`src/design/ssf_pkg.sv`:
```
// ----------------------------------------------------------------------------
// ssf_pkg
// Shared types, constants and lookup functions for the Stanley steering
// filter unit: command and status structs, angle constants, and the CORDIC
// arctangent table.
// ----------------------------------------------------------------------------
package ssf_pkg;

  // Angles are Q2.13 radians.
  localparam int ANGLE_PI_INT    = 25736;
  localparam int CORDIC_STEPS_DEF = 14;

  localparam logic [15:0] FILT_RESET = 16'd12868;  // pi/2
  localparam logic [15:0] GAIN_RESET = 16'd151;    // about 0.0023 in Q0.16

  // Fixed-point field widths.
  localparam int DIST_W  = 11;
  localparam int HEAD_W  = 16;
  localparam int GAIN_W  = 16;
  localparam int STEER_W = 10;

  // Configuration register indexes (byte address bit 2).
  localparam logic REG_ENABLE = 1'b0;
  localparam logic REG_GAIN   = 1'b1;

  // Arctangent table index width.
  localparam int LUT_IDX_W = 5;

  // Reciprocal constants for the two constant divisions.
  // floor(2^24 / 13) and floor(2^32 / 3217); 3217 = 25736 / 8.
  localparam logic [20:0] RECIP13     = 21'd1290555;
  localparam logic [20:0] RECIP_STEER = 21'd1335084;
  localparam int          STEER_DIV   = 3217;
  localparam int          STEER_BIAS  = 1608;

  typedef struct packed {
    logic load;   // latch a new request and start the CORDIC
    logic step;   // one CORDIC micro-rotation
    logic sum;    // Stanley term and filter numerator
    logic mul1;   // reciprocal multiply for the divide by 13
    logic corr1;  // correction, saturation, filter state update
    logic mul2;   // reciprocal multiply for the steering scale
    logic corr2;  // correction, saturation, load output register
  } ssf_cmd_t;

  typedef struct packed {
    logic cordic_last;  // the current micro-rotation is the final one
  } ssf_sts_t;

  // atan(2^-i) in Q2.13, rounded to nearest.
  function automatic logic [12:0] atan_lut(input logic [LUT_IDX_W-1:0] idx);
    logic [12:0] v;
    unique case (idx)
      5'd0:    v = 13'd6434;
      5'd1:    v = 13'd3798;
      5'd2:    v = 13'd2007;
      5'd3:    v = 13'd1019;
      5'd4:    v = 13'd511;
      5'd5:    v = 13'd256;
      5'd6:    v = 13'd128;
      5'd7:    v = 13'd64;
      5'd8:    v = 13'd32;
      5'd9:    v = 13'd16;
      5'd10:   v = 13'd8;
      5'd11:   v = 13'd4;
      5'd12:   v = 13'd2;
      5'd13:   v = 13'd1;
      default: v = 13'd0;
    endcase
    return v;
  endfunction

endpackage

```
`src/design/ssf_ctrl.sv`:
```
// ----------------------------------------------------------------------------
// ssf_ctrl
// Sequencer for the steering filter: accepts requests, walks the datapath
// through its phases and owns the result handshake.
// ----------------------------------------------------------------------------
module ssf_ctrl (
  input  logic              clk,
  input  logic              rst_n,
  input  logic              enable,
  input  logic              in_valid,
  output logic              in_ready,
  output logic              out_valid,
  input  logic              out_ready,
  input  ssf_pkg::ssf_sts_t sts,
  output ssf_pkg::ssf_cmd_t cmd
);

  localparam logic [2:0] S_IDLE   = 3'd0;
  localparam logic [2:0] S_CORDIC = 3'd1;
  localparam logic [2:0] S_SUM    = 3'd2;
  localparam logic [2:0] S_MUL1   = 3'd3;
  localparam logic [2:0] S_CORR1  = 3'd4;
  localparam logic [2:0] S_MUL2   = 3'd5;
  localparam logic [2:0] S_CORR2  = 3'd6;

  logic [2:0] state_r, state_nxt;
  logic       out_valid_r, out_valid_nxt;
  logic       out_free;

  // The output register may be reloaded once its current result is taken.
  assign out_free = !out_valid_r || out_ready;

  always_comb begin
    state_nxt = state_r;
    cmd       = '0;
    in_ready  = 1'b0;
    unique case (state_r)
      S_IDLE: begin
        in_ready = 1'b1;
        if (in_valid && enable) begin
          cmd.load  = 1'b1;
          state_nxt = S_CORDIC;
        end
      end
      S_CORDIC: begin
        cmd.step = 1'b1;
        if (sts.cordic_last) begin
          state_nxt = S_SUM;
        end
      end
      S_SUM: begin
        cmd.sum   = 1'b1;
        state_nxt = S_MUL1;
      end
      S_MUL1: begin
        cmd.mul1  = 1'b1;
        state_nxt = S_CORR1;
      end
      S_CORR1: begin
        cmd.corr1 = 1'b1;
        state_nxt = S_MUL2;
      end
      S_MUL2: begin
        cmd.mul2  = 1'b1;
        state_nxt = S_CORR2;
      end
      S_CORR2: begin
        if (out_free) begin
          cmd.corr2 = 1'b1;
          state_nxt = S_IDLE;
        end
      end
      default: begin
        state_nxt = S_IDLE;
      end
    endcase
  end

  assign out_valid_nxt = cmd.corr2 ? 1'b1 : (out_valid_r && !out_ready);
  assign out_valid     = out_valid_r;

  always_ff @(posedge clk) begin
    if (!rst_n) begin
      state_r     <= S_IDLE;
      out_valid_r <= 1'b0;
    end else begin
      state_r     <= state_nxt;
      out_valid_r <= out_valid_nxt;
    end
  end

endmodule

```
`src/design/ssf_datapath.sv`:
```
// ----------------------------------------------------------------------------
// ssf_datapath
// Arithmetic for the steering filter: iterative vectoring CORDIC, Stanley
// term, low-pass filter with its state, and the steering scale.
// ----------------------------------------------------------------------------
module ssf_datapath #(
  parameter int CORDIC_STEPS = ssf_pkg::CORDIC_STEPS_DEF
) (
  input  logic                              clk,
  input  logic                              rst_n,
  input  ssf_pkg::ssf_cmd_t                 cmd,
  output ssf_pkg::ssf_sts_t                 sts,
  input  logic [ssf_pkg::GAIN_W-1:0]        distance_gain,
  input  logic signed [ssf_pkg::DIST_W-1:0] in_distance_error,
  input  logic signed [ssf_pkg::HEAD_W-1:0] in_heading_angle,
  output logic [ssf_pkg::STEER_W-1:0]       out_steering
);

  localparam int XY_W  = 30;
  localparam int CNT_W = (CORDIC_STEPS > 1) ? $clog2(CORDIC_STEPS) : 1;
  localparam int LIW   = ssf_pkg::LUT_IDX_W;
  localparam logic [CNT_W-1:0] CNT_LAST = CNT_W'(CORDIC_STEPS - 1);

  // CORDIC registers.
  logic signed [XY_W-1:0] x_r, y_r;
  logic signed [15:0]     z_r;
  logic [CNT_W-1:0]       cnt_r;
  logic signed [15:0]     head_r;

  // Filter and scale registers.
  logic signed [15:0] filt_r;
  logic [19:0]        mag_r;
  logic               neg_r;
  logic [16:0]        q1_r;
  logic [22:0]        a2_r;
  logic               neg2_r;
  logic [11:0]        q2_r;
  logic [9:0]         steer_r;

  // CORDIC step.
  logic signed [27:0]     y_init;
  logic signed [XY_W-1:0] xs, ys;
  logic signed [15:0]     atan_val;

  assign y_init   = $signed(in_distance_error) * $signed({1'b0, distance_gain});
  assign xs       = x_r >>> cnt_r;
  assign ys       = y_r >>> cnt_r;
  assign atan_val = $signed({3'b000, ssf_pkg::atan_lut(LIW'(cnt_r))});

  assign sts.cordic_last = (cnt_r == CNT_LAST);

  // Stanley term and filter numerator 3*s + 10*prev.
  logic signed [17:0] s_sum;
  logic signed [20:0] s21, p21, num;
  logic [20:0]        num_abs;

  assign s_sum   = 18'(head_r) + 18'(z_r) + 18'(ssf_pkg::ANGLE_PI_INT);
  assign s21     = 21'($signed(s_sum[17:1]));
  assign p21     = 21'(filt_r);
  assign num     = (s21 <<< 1) + s21 + (p21 <<< 3) + (p21 <<< 1);
  assign num_abs = num[20] ? 21'(-num) : 21'(num);

  // Divide by 13: reciprocal estimate, then at most one increment.
  logic [40:0] prod1;
  logic [19:0] rem1;
  logic [16:0] qc1;
  logic [15:0] filt_nxt;

  assign prod1 = 41'(mag_r) * 41'(ssf_pkg::RECIP13);
  assign rem1  = mag_r - 20'(q1_r) * 20'd13;
  assign qc1   = (rem1 >= 20'd13) ? q1_r + 17'd1 : q1_r;

  always_comb begin
    if (!neg_r) begin
      filt_nxt = (qc1 > 17'd32767) ? 16'h7fff : qc1[15:0];
    end else begin
      filt_nxt = (qc1 > 17'd32768) ? 16'h8000 : 16'(17'd0 - qc1);
    end
  end

  // Steering: floor((128*f + 1608) / 3217) equals the rounded f*1024/pi.
  logic [22:0] a2;
  logic [43:0] prod2;
  logic [22:0] rem2;
  logic [11:0] qc2;
  logic [9:0]  steer_nxt;

  assign a2    = 23'({filt_r[14:0], 7'b0000000}) + 23'(ssf_pkg::STEER_BIAS);
  assign prod2 = 44'(a2) * 44'(ssf_pkg::RECIP_STEER);
  assign rem2  = a2_r - 23'(q2_r) * 23'(ssf_pkg::STEER_DIV);
  assign qc2   = (rem2 >= 23'(ssf_pkg::STEER_DIV)) ? q2_r + 12'd1 : q2_r;

  always_comb begin
    if (neg2_r) begin
      steer_nxt = '0;
    end else if (qc2 > 12'd1023) begin
      steer_nxt = 10'd1023;
    end else begin
      steer_nxt = qc2[9:0];
    end
  end

  always_ff @(posedge clk) begin
    if (cmd.load) begin
      head_r <= in_heading_angle;
      x_r    <= XY_W'(65536);
      y_r    <= {{(XY_W-28){y_init[27]}}, y_init};
      z_r    <= '0;
      cnt_r  <= '0;
    end else if (cmd.step) begin
      if (!y_r[XY_W-1]) begin
        x_r <= x_r + ys;
        y_r <= y_r - xs;
        z_r <= z_r + atan_val;
      end else begin
        x_r <= x_r - ys;
        y_r <= y_r + xs;
        z_r <= z_r - atan_val;
      end
      cnt_r <= cnt_r + 1'b1;
    end
    if (cmd.sum) begin
      neg_r <= num[20];
      mag_r <= 20'(num_abs) + 20'd6;
    end
    if (cmd.mul1) begin
      q1_r <= prod1[40:24];
    end
    if (cmd.mul2) begin
      neg2_r <= filt_r[15];
      a2_r   <= a2;
      q2_r   <= prod2[43:32];
    end
    if (cmd.corr2) begin
      steer_r <= steer_nxt;
    end
  end

  // Filter state carries across requests and resets to pi/2.
  always_ff @(posedge clk) begin
    if (!rst_n) begin
      filt_r <= ssf_pkg::FILT_RESET;
    end else if (cmd.corr1) begin
      filt_r <= filt_nxt;
    end
  end

  assign out_steering = steer_r;

endmodule

```
`src/design/stanley_steering_filter_unit.sv`:
```
// ----------------------------------------------------------------------------
// stanley_steering_filter_unit
// Stanley lateral controller with a first-order low-pass filter, producing a
// 10-bit steering command per enabled control tick.
// ----------------------------------------------------------------------------
// Once a request is accepted, the CORDIC does one micro-rotation per cycle,
// then the filter and scale arithmetic steps through the sum, divide by 13,
// filter update, steering multiply and output load. The next request is
// accepted only in idle, after the sequencer has finished the previous one.
// A result that is not taken holds the next one at its final step.
// A request while disabled is accepted and produces no result.
// Reset (synchronous, rst_n low): enable cleared, gain 151, filter state pi/2.
// ----------------------------------------------------------------------------
module stanley_steering_filter_unit #(
  parameter int CORDIC_STEPS = ssf_pkg::CORDIC_STEPS_DEF
) (
  input  logic                              clk,
  input  logic                              rst_n,
  // Request channel.
  input  logic                              in_valid,
  output logic                              in_ready,
  input  logic signed [ssf_pkg::DIST_W-1:0] in_distance_error,
  input  logic signed [ssf_pkg::HEAD_W-1:0] in_heading_angle,
  // Result channel.
  output logic                              out_valid,
  input  logic                              out_ready,
  output logic [ssf_pkg::STEER_W-1:0]       out_steering,
  // Configuration port.
  input  logic                              cfg_psel,
  input  logic                              cfg_penable,
  input  logic                              cfg_pwrite,
  input  logic [2:0]                        cfg_paddr,
  input  logic [31:0]                       cfg_pwdata,
  output logic [31:0]                       cfg_prdata,
  output logic                              cfg_pready
);

  // Configuration registers. Register index is byte address bit 2, so the
  // enable flag sits at 0x0 and the distance gain at 0x4. Writes complete in
  // the access phase; the port never inserts wait states.
  logic                        enable_r, enable_nxt;
  logic [ssf_pkg::GAIN_W-1:0]  gain_r, gain_nxt;
  logic                        cfg_wr;

  assign cfg_pready = 1'b1;
  assign cfg_wr     = cfg_psel && cfg_penable && cfg_pwrite;

  always_comb begin
    enable_nxt = enable_r;
    gain_nxt   = gain_r;
    if (cfg_wr) begin
      unique case (cfg_paddr[2])
        ssf_pkg::REG_ENABLE: enable_nxt = cfg_pwdata[0];
        ssf_pkg::REG_GAIN:   gain_nxt   = cfg_pwdata[ssf_pkg::GAIN_W-1:0];
        default:             enable_nxt = enable_r;
      endcase
    end
  end

  // Reads return the register addressed, zero-extended to the bus width.
  always_comb begin
    unique case (cfg_paddr[2])
      ssf_pkg::REG_ENABLE: cfg_prdata = {31'd0, enable_r};
      ssf_pkg::REG_GAIN:   cfg_prdata = {16'd0, gain_r};
      default:             cfg_prdata = '0;
    endcase
  end

  always_ff @(posedge clk) begin
    if (!rst_n) begin
      enable_r <= 1'b0;
      gain_r   <= ssf_pkg::GAIN_RESET;
    end else begin
      enable_r <= enable_nxt;
      gain_r   <= gain_nxt;
    end
  end

  // The controller sequences one request at a time through the datapath.
  // The result sits in an output register, so a new request is accepted as
  // soon as the sequencer is back in idle, even while the previous steering
  // command is still waiting to be taken; only the final load of the output
  // register stalls until that register is free.
  ssf_pkg::ssf_cmd_t cmd;
  ssf_pkg::ssf_sts_t sts;

  ssf_ctrl u_ctrl (
    .clk       (clk),
    .rst_n     (rst_n),
    .enable    (enable_r),
    .in_valid  (in_valid),
    .in_ready  (in_ready),
    .out_valid (out_valid),
    .out_ready (out_ready),
    .sts       (sts),
    .cmd       (cmd)
  );

  // The datapath forms atan(gain * distance) with a vectoring CORDIC, adds
  // the heading and pi and halves, filters against the stored angle as
  // (3*s + 10*prev)/13 with rounding, then scales by 1024/pi and saturates.
  ssf_datapath #(
    .CORDIC_STEPS (CORDIC_STEPS)
  ) u_datapath (
    .clk               (clk),
    .rst_n             (rst_n),
    .cmd               (cmd),
    .sts               (sts),
    .distance_gain     (gain_r),
    .in_distance_error (in_distance_error),
    .in_heading_angle  (in_heading_angle),
    .out_steering      (out_steering)
  );

endmodule
```
`config.mk`:
```
export PLATFORM = sky130hd
export DESIGN_NAME = stanley_steering_filter_unit
export DESIGN_NICKNAME = d
export VERILOG_FILES = /design/src/design/ssf_pkg.sv /design/src/design/ssf_ctrl.sv /design/src/design/ssf_datapath.sv /design/src/design/stanley_steering_filter_unit.sv
export SDC_FILE = /design/constraint.sdc
export NUM_CORES = 2
export LEC_CHECK = 0
export ABC_AREA = 1
export BUFFER_PORTS_ARGS = -buffer_cell sky130_fd_sc_hd__buf_2
export CAP_MARGIN = 20
export CORE_MARGIN = 4
export CORE_UTILIZATION = 30
export DETAILED_ROUTE_END_ITERATION = 7
export GPL_TIMING_DRIVEN = 0
export PLACE_DENSITY = 0.55
export SLEW_MARGIN = 30
export SYNTH_ARGS = -nofsm -noshare
export SYNTH_HDL_FRONTEND = slang
export SYNTH_SLANG_ARGS = --single-unit
```
`constraint.sdc`:
```
create_clock -name clk -period 7.22 [get_ports clk]
set_clock_uncertainty 0.1 [all_clocks]
set_input_delay 1.805 -clock clk [delete_from_list [all_inputs] [get_ports clk]]
set_output_delay 1.805 -clock clk [all_outputs]
set_load 0.1 [all_outputs]
```
== After elaboration in Yosys (flattened, before gate mapping) ==
Memory sizes are Yosys's and may differ from the RTL's. A register that Yosys moved wholly into a read port is not among the register bits.
Index checks and enable logic that the tools add are counted.

* Multiplexer cells: 30
* Multipliers: 5
* Bitwise gates (word level): 1
* Order comparisons: 5
* Shift operators: 2
* Reduce and logical (&&, ||, !) cells: 12
* Add/subtract/negate cells: 20
* Eq/ne operators: 10

{| class="wikitable"
|+ Operators by type and width
! cell !! number
|-
| 30-bit two-way mux || 4
|-
| 16-bit two-way mux || 4
|-
| 32-bit one-hot mux with 2 select lines || 1
|-
| 30-bit adder || 2
|-
| 30-bit by 4-bit >>> shifter with 30-bit output || 2
|-
| 30-bit subtractor || 2
|-
| 23-bit by 19-bit multiplier with 42-bit output, second input constant || 1
|-
| 20-bit by 21-bit multiplier with 41-bit output, second input constant || 1
|-
| 11-bit by 17-bit multiplier with 28-bit output || 1
|-
| 22-bit by 11-bit adder with 23-bit output, second input constant || 1
|-
| 23-bit by 12-bit >= comparator with 1-bit output, second input constant || 1
|-
| 12-bit by 12-bit multiplier with 23-bit output, second input constant || 1
|-
| 23-bit subtractor || 1
|-
| 21-bit by 17-bit adder with 21-bit output || 1
|-
| 3-bit one-hot mux with 7 select lines || 1
|-
| 19-bit by 19-bit adder with 20-bit output || 1
|-
| 20-bit by 3-bit adder with 20-bit output, second input constant || 1
|-
| 20-bit by 4-bit >= comparator with 1-bit output, second input constant || 1
|-
| 17-bit by 4-bit multiplier with 20-bit output, second input constant || 1
|-
| 20-bit two-way mux || 1
|-
| 20-bit negator || 1
|-
| 20-bit subtractor || 1
|-
| 18-bit by 17-bit adder with 19-bit output || 1
|-
| 17-bit by 16-bit adder with 18-bit output, second input constant || 1
|-
| 30 further kinds || 52
|}

* Memory bits (read-only): 208
* Bits in registers: 217
* Output and inout bits: 45
* Memories: 1

{| class="wikitable"
|+ Memories
! memory !! depth !! bits a word !! read ports !! clocked after Yosys merged registers in !! wr ports !! line !! RTL
|-
| (no name shown) || 16 || 13 || 1 || 1 || 0 || ssf_pkg.sv:53 || <nowiki>unique case (idx)</nowiki>
|}

== Depth between registers and ports, before layout ==
* Depth after elaboration: 8
* Mapped depth: 54

== Modules after synthesis ==
From an unflattened synthesis, not the netlist that was laid out.

* Cells, all modules: 5763
* Area total of the unflattened synthesis: 43825.8 sq um

{| class="wikitable"
|+ By module, submodules not included
! module !! instances !! cells an instance !! area each (sq um)
|-
| ssf_datapath || 1 || 5560 || 42557.1
|-
| stanley_steering_filter_unit || 1 || 158 || 1001.0
|-
| ssf_ctrl || 1 || 45 || 267.8
|}

== Worst setup path before layout ==
No wires, ideal clock.

* Path type: register -> register
* Start point: register u_datapath.head_r[1]
* End point: register u_datapath.mag_r[19], data pin
* Cell stages (with the launch flop): 51
* Setup slack: -0.472 ns
* Data required time: 6.871 ns
* Clock period less this slack: 7.692 ns
* Arrival time: 7.343 ns
* Library setup time: 0.249 ns
* Cells stage by stage: edfxtp_1 > ha_1 > ha_1 > inv_1 > fa_1 > o21ai_0 > a21oi_1 > o21ai_0 > nand2_1 > nand2_1 > a21oi_1 > o21ai_0 > xnor2_1 > fa_1 > inv_1 > ha_1 > nand2_1 > nor3_1 > (+15 left out) > nor3b_2 > nand4_1 > nand3_1 > nand2_1 > nand2_2 > inv_1 > nand2_1 > o21ai_0 > ha_1 > nand3b_1 > nor2_1 > nand2_1 > nor2_1 > nand4_1 > nor2_2 > nand4_1 > nand2_1 > inv_1

* Cells in the longest elaborated chain, start to end: 8

{| class="wikitable"
|+ RTL lines
! item !! line !! RTL
|-
| start, declared || ssf_datapath.sv:28 || <nowiki>logic signed [15:0] head_r;</nowiki>
|-
| start signal, assigned || ssf_datapath.sv:105 || <nowiki>head_r <= in_heading_angle;</nowiki>
|-
| 16-bit by 16-bit adder with 17-bit output * || ssf_datapath.sv:57 || <nowiki>assign s_sum = 18'(head_r) + 18'(z_r) + 18'(ssf_pkg::ANGLE_PI_INT);</nowiki>
|-
| 17-bit by 16-bit adder with 18-bit output * || ssf_datapath.sv:57 ||
|-
| 18-bit by 17-bit adder with 19-bit output * || ssf_datapath.sv:60 || <nowiki>assign num = (s21 <<< 1) + s21 + (p21 <<< 3) + (p21 <<< 1);</nowiki>
|-
| 19-bit by 19-bit adder with 20-bit output * || ssf_datapath.sv:60 ||
|-
| 21-bit by 17-bit adder with 21-bit output * || ssf_datapath.sv:60 ||
|-
| 20-bit negator || ssf_datapath.sv:61 || <nowiki>assign num_abs = num[20] ? 21'(-num) : 21'(num);</nowiki>
|-
| 20-bit two-way mux * || ssf_datapath.sv:61 ||
|-
| 20-bit by 3-bit adder with 20-bit output * || ssf_datapath.sv:124 || <nowiki>mag_r <= 20'(num_abs) + 20'd6;</nowiki>
|-
| end signal, assigned || ssf_datapath.sv:124 ||
|-
| end, declared || ssf_datapath.sv:32 || <nowiki>logic [19:0] mag_r;</nowiki>
|}

Mark *: on every way between the ends. The rest lies on a longest branch, timed or not.
A chain may end at the register's enable or synchronous reset.

== Final worst setup path ==
Ends and elaborated chain as after synthesis.

==> impl_results.md <==
* Seq cells post-synth at 223
* Layout area overhead at 12.3%
* Layout cells sized above 1 at 9.24%
* HP Class: reg2reg
* DIE WIDTH at 394 um
* Clock root buffer: clkbuf_16
* Maximum root-to-sink buffer count at 3
* DR iter-0 viols at 2467
* Setup violations, final at 11
* CP max FO at 5
* Area fraction of the dominant cell type after synthesis at 20.4%
* Slowest-stage cell, CP: fa_1
* Full die area at 155000 um^2
* CTS clk-pin slew, worst paths at 0.06 ns
* Post-route core utilization at 34.0%
* Final WS setup at -0.481 ns
* Vias in the first global route at 38.6k
* Max-slew headroom at 34.9%
* Post-synthesis compound-gate area fraction at 10.7%
* Post-synthesis mux area share at 0.632%
* Max Fclk at 0.130 GHz
* Largest family of logic cells by synthesized area: adder cells
* Number of cell rows at 141
* Synth Area in Adders at 39.2%
* Synth warn at 0
* Max-Cap Viols at 0
* Most common cell in the netlist: inv_1
* Gr usage total at 16.5%
* Seq/Total Area, Yosys at 12.7%
* WL/cell at 16.0 um
* Gate Count Post-Synth at 5960
* N_diodes at 0
* Post-synth top cells: 1262 x inv_1, 1197 x nand2_1, 670 x ha_1
* Minimum clock period at 7.70 ns
* Final std cells w/o fill at 8119
* CP most frequent cell: nand2_1
* Initial Util at 30.2%
* Via count at 38.4k
* Unique masters post-synth at 68
* Metal3 WL at 5980 um
* Clock Sinks at 223
* Synth async-reset ratio at 0%
* I/O pin total at 114
* Worst Path Arrival at 7.98 ns
* Number of nets in the layout at 7363
* Critical path's largest stage delay at 0.59 ns
* Final Max Slew Viols at 0
* Final hold viol count at 0
* Global route overflow at 0
* Mean post-synth cell area at 7.51 um^2
* Final GP Congestion at 0.936
* Max Used Layer: met4
* Post-DRT Antenna Nets at 0
* XOR/XNOR share of the synthesized area at 5.36%
* Placed cells at 7978
* Core Area at 148000 um^2
* CTS tree: done
* Type of origin of the critical path: flop
* H-tree Lvls at 1
* RSZ-0062 raised after global routing: true
* Worst skew pair latency at 0.63 ns
* Clock buffer count from CTS at 31
* Area contributors post-synth: fa_1 20%, ha_1 19%, inv_1 11%
* Worst setup path category: reg2reg
* Worst EP required at 7.50 ns
* M1 wire length at 59700 um
* Total iterations of the first detailed-routing run at 6
* Fin crit share at 107%
* WL final at 130000 um
* Post-synth top flop: edfxtp_1
* Status: complete, but fails checks
* Post-synthesis simple-gate area fraction at 18.9%
* DP Wirelength at 110000 um
* Die Ht at 394 um
* Routed wl met2 at 60500 um
* First-pass GRT wire length at 208000 um
* Initial antenna violation count at 3
* Largest net degree at the start of global routing at 26
* CP Capture Type: flop
* Remaining DRCs at 0
* IO buf count at 66
* Syn Std Cell Area at 44800 um^2
* Violated checks: negative setup slack
* Slew @ Worst Pin at 0.975 ns
* Via density at 4.73
* Area leader, netlist: fa_1
* Number of synthesized flops with an enable pin at 123
## per-layer routing
metal / vias up / GRT usage [%]
met5: - / 0
met4: 0 / 3.82
met3: 142 / 1.86
met2: 802 / 28.2
met1: 18224 / 22.4
li1: 19241 / -
## worst max-delay path, delay by kind of cell, from the launching register on
kind / cells / cell delay [ns]
AOI/OAI and AO/OA: 8 / 1.03
xor gates and xnor gates: 2 / 0.36
adders and majority gates: 7 / 2.13
buffers and inverters: 6 / 0.33
DFF: 1 / 0.41
and+or+nand+nor: 26 / 3.09
## worst paths after layout
| check | cells after the start | endpoint | from | slack (ns) |
|---|---|---|---|---|
| max reg2reg | 49 | u_datapath.mag_r[19] | u_datapath.head_r[1] | -0.48 |
| min | 2 | u_datapath.x_r[0] | u_datapath.x_r[0] | 0.40 |
| min reg2reg | 2 | u_datapath.x_r[0] | u_datapath.x_r[0] | 0.40 |
| max | 49 | u_datapath.mag_r[19] | u_datapath.head_r[1] | -0.48 |
## layout by cell type (no fill, tap or decap), types with 10 or more instances in the layout
master / synthesis / layout
o21ai_1: 27 / 34
nand3_1: 218 / 211
or2_2: 39 / 39
buf_2: 23 / 89
mux2i_1: 26 / 26
inv_2: 24 / 36
o21bai_1: 17 / 14
o21ai_0: 328 / 306
nand3b_1: 13 / 13
o22ai_1: 13 / 13
o21ai_2: 7 / 21
a31oi_1: 24 / 23
clkbuf_1: 73 / 57
nand3_2: 3 / 10
clkbuf_2: 0 / 16
nor3_1: 60 / 50
xnor2_1: 91 / 87
buf_4: 23 / 103
nor2_2: 13 / 18
dfxtp_1: 100 / 95
edfxtp_1: 123 / 123
nand4_1: 71 / 71
inv_1: 1262 / 1243
buf_1: 16 / 15
o21a_1: 23 / 23
xor2_2: 0 / 12
fa_1: 457 / 456
conb_1: 2 / 17
buf_6: 13 / 22
nor2_1: 339 / 330
clkbuf_16: 0 / 32
ha_1: 670 / 649
nand2_1: 1197 / 1183
ha_4: 0 / 16
nand2_2: 26 / 36
a21oi_2: 6 / 24
o211ai_1: 32 / 32
xor2_1: 183 / 168
a21o_1: 17 / 17
a21oi_1: 321 / 303
## per-stage QoR
step / hold slack (ns) / TNS [ns] / cell area [um^2] / setup WS (ns)
global placement: 0.380 / -26.90 / 47600 / -1.21
CTS: 0.402 / -1.74 / 49600 / -0.390
detailed placement: 0.393 / -26.91 / 47800 / -1.18
finish: 0.401 / -3.59 / 50300 / -0.481
floorplan: 0.363 / 0 / 44900 / 0.00847
global route: 0.434 / -10.84 / 50300 / -1.00
## registers in the layout, summed over array words and instances, names as in the netlist, 17 cells and up
register / count
u_datapath.mag_r: 20
u_datapath.q1_r: 17
u_datapath.x_r: 30
u_datapath.y_r: 30
## cell families (layout without fill, tap and decap cells)
family / after synthesis / in the layout
adders and majority gates: 1127 / 1127
buffers and inverters: 1438 / 1652
xor gates and xnor gates: 274 / 274
AOI/OAI and AO/OA: 860 / 860
and+or+nand+nor: 2008 / 2008
muxes: 28 / 28
DFF: 223 / 223
other: 2 / 17
## timing repair
action / in CTS / in global routing
setup buffers: 60 / 28
pin swaps: 61 / 59
endpoints found under the setup margin: 34 / 41
hold buffers: 0 / 0
resized for setup: 107 / 101
## area by class of cell
cell class	instances	area, um^2
repair buffers	160	1150
clock inverters	14	135
inverters	1290	4870
plain buffers	147	803
well taps	1930	2410
multi-input cells	4314	34300
clock buffers	41	885
flip-flops and latches	223	5710
fillers	15657	97800
Power is not shown: default switching activity piles up to over one toggle a cycle in this logic, so the estimate is an artifact.
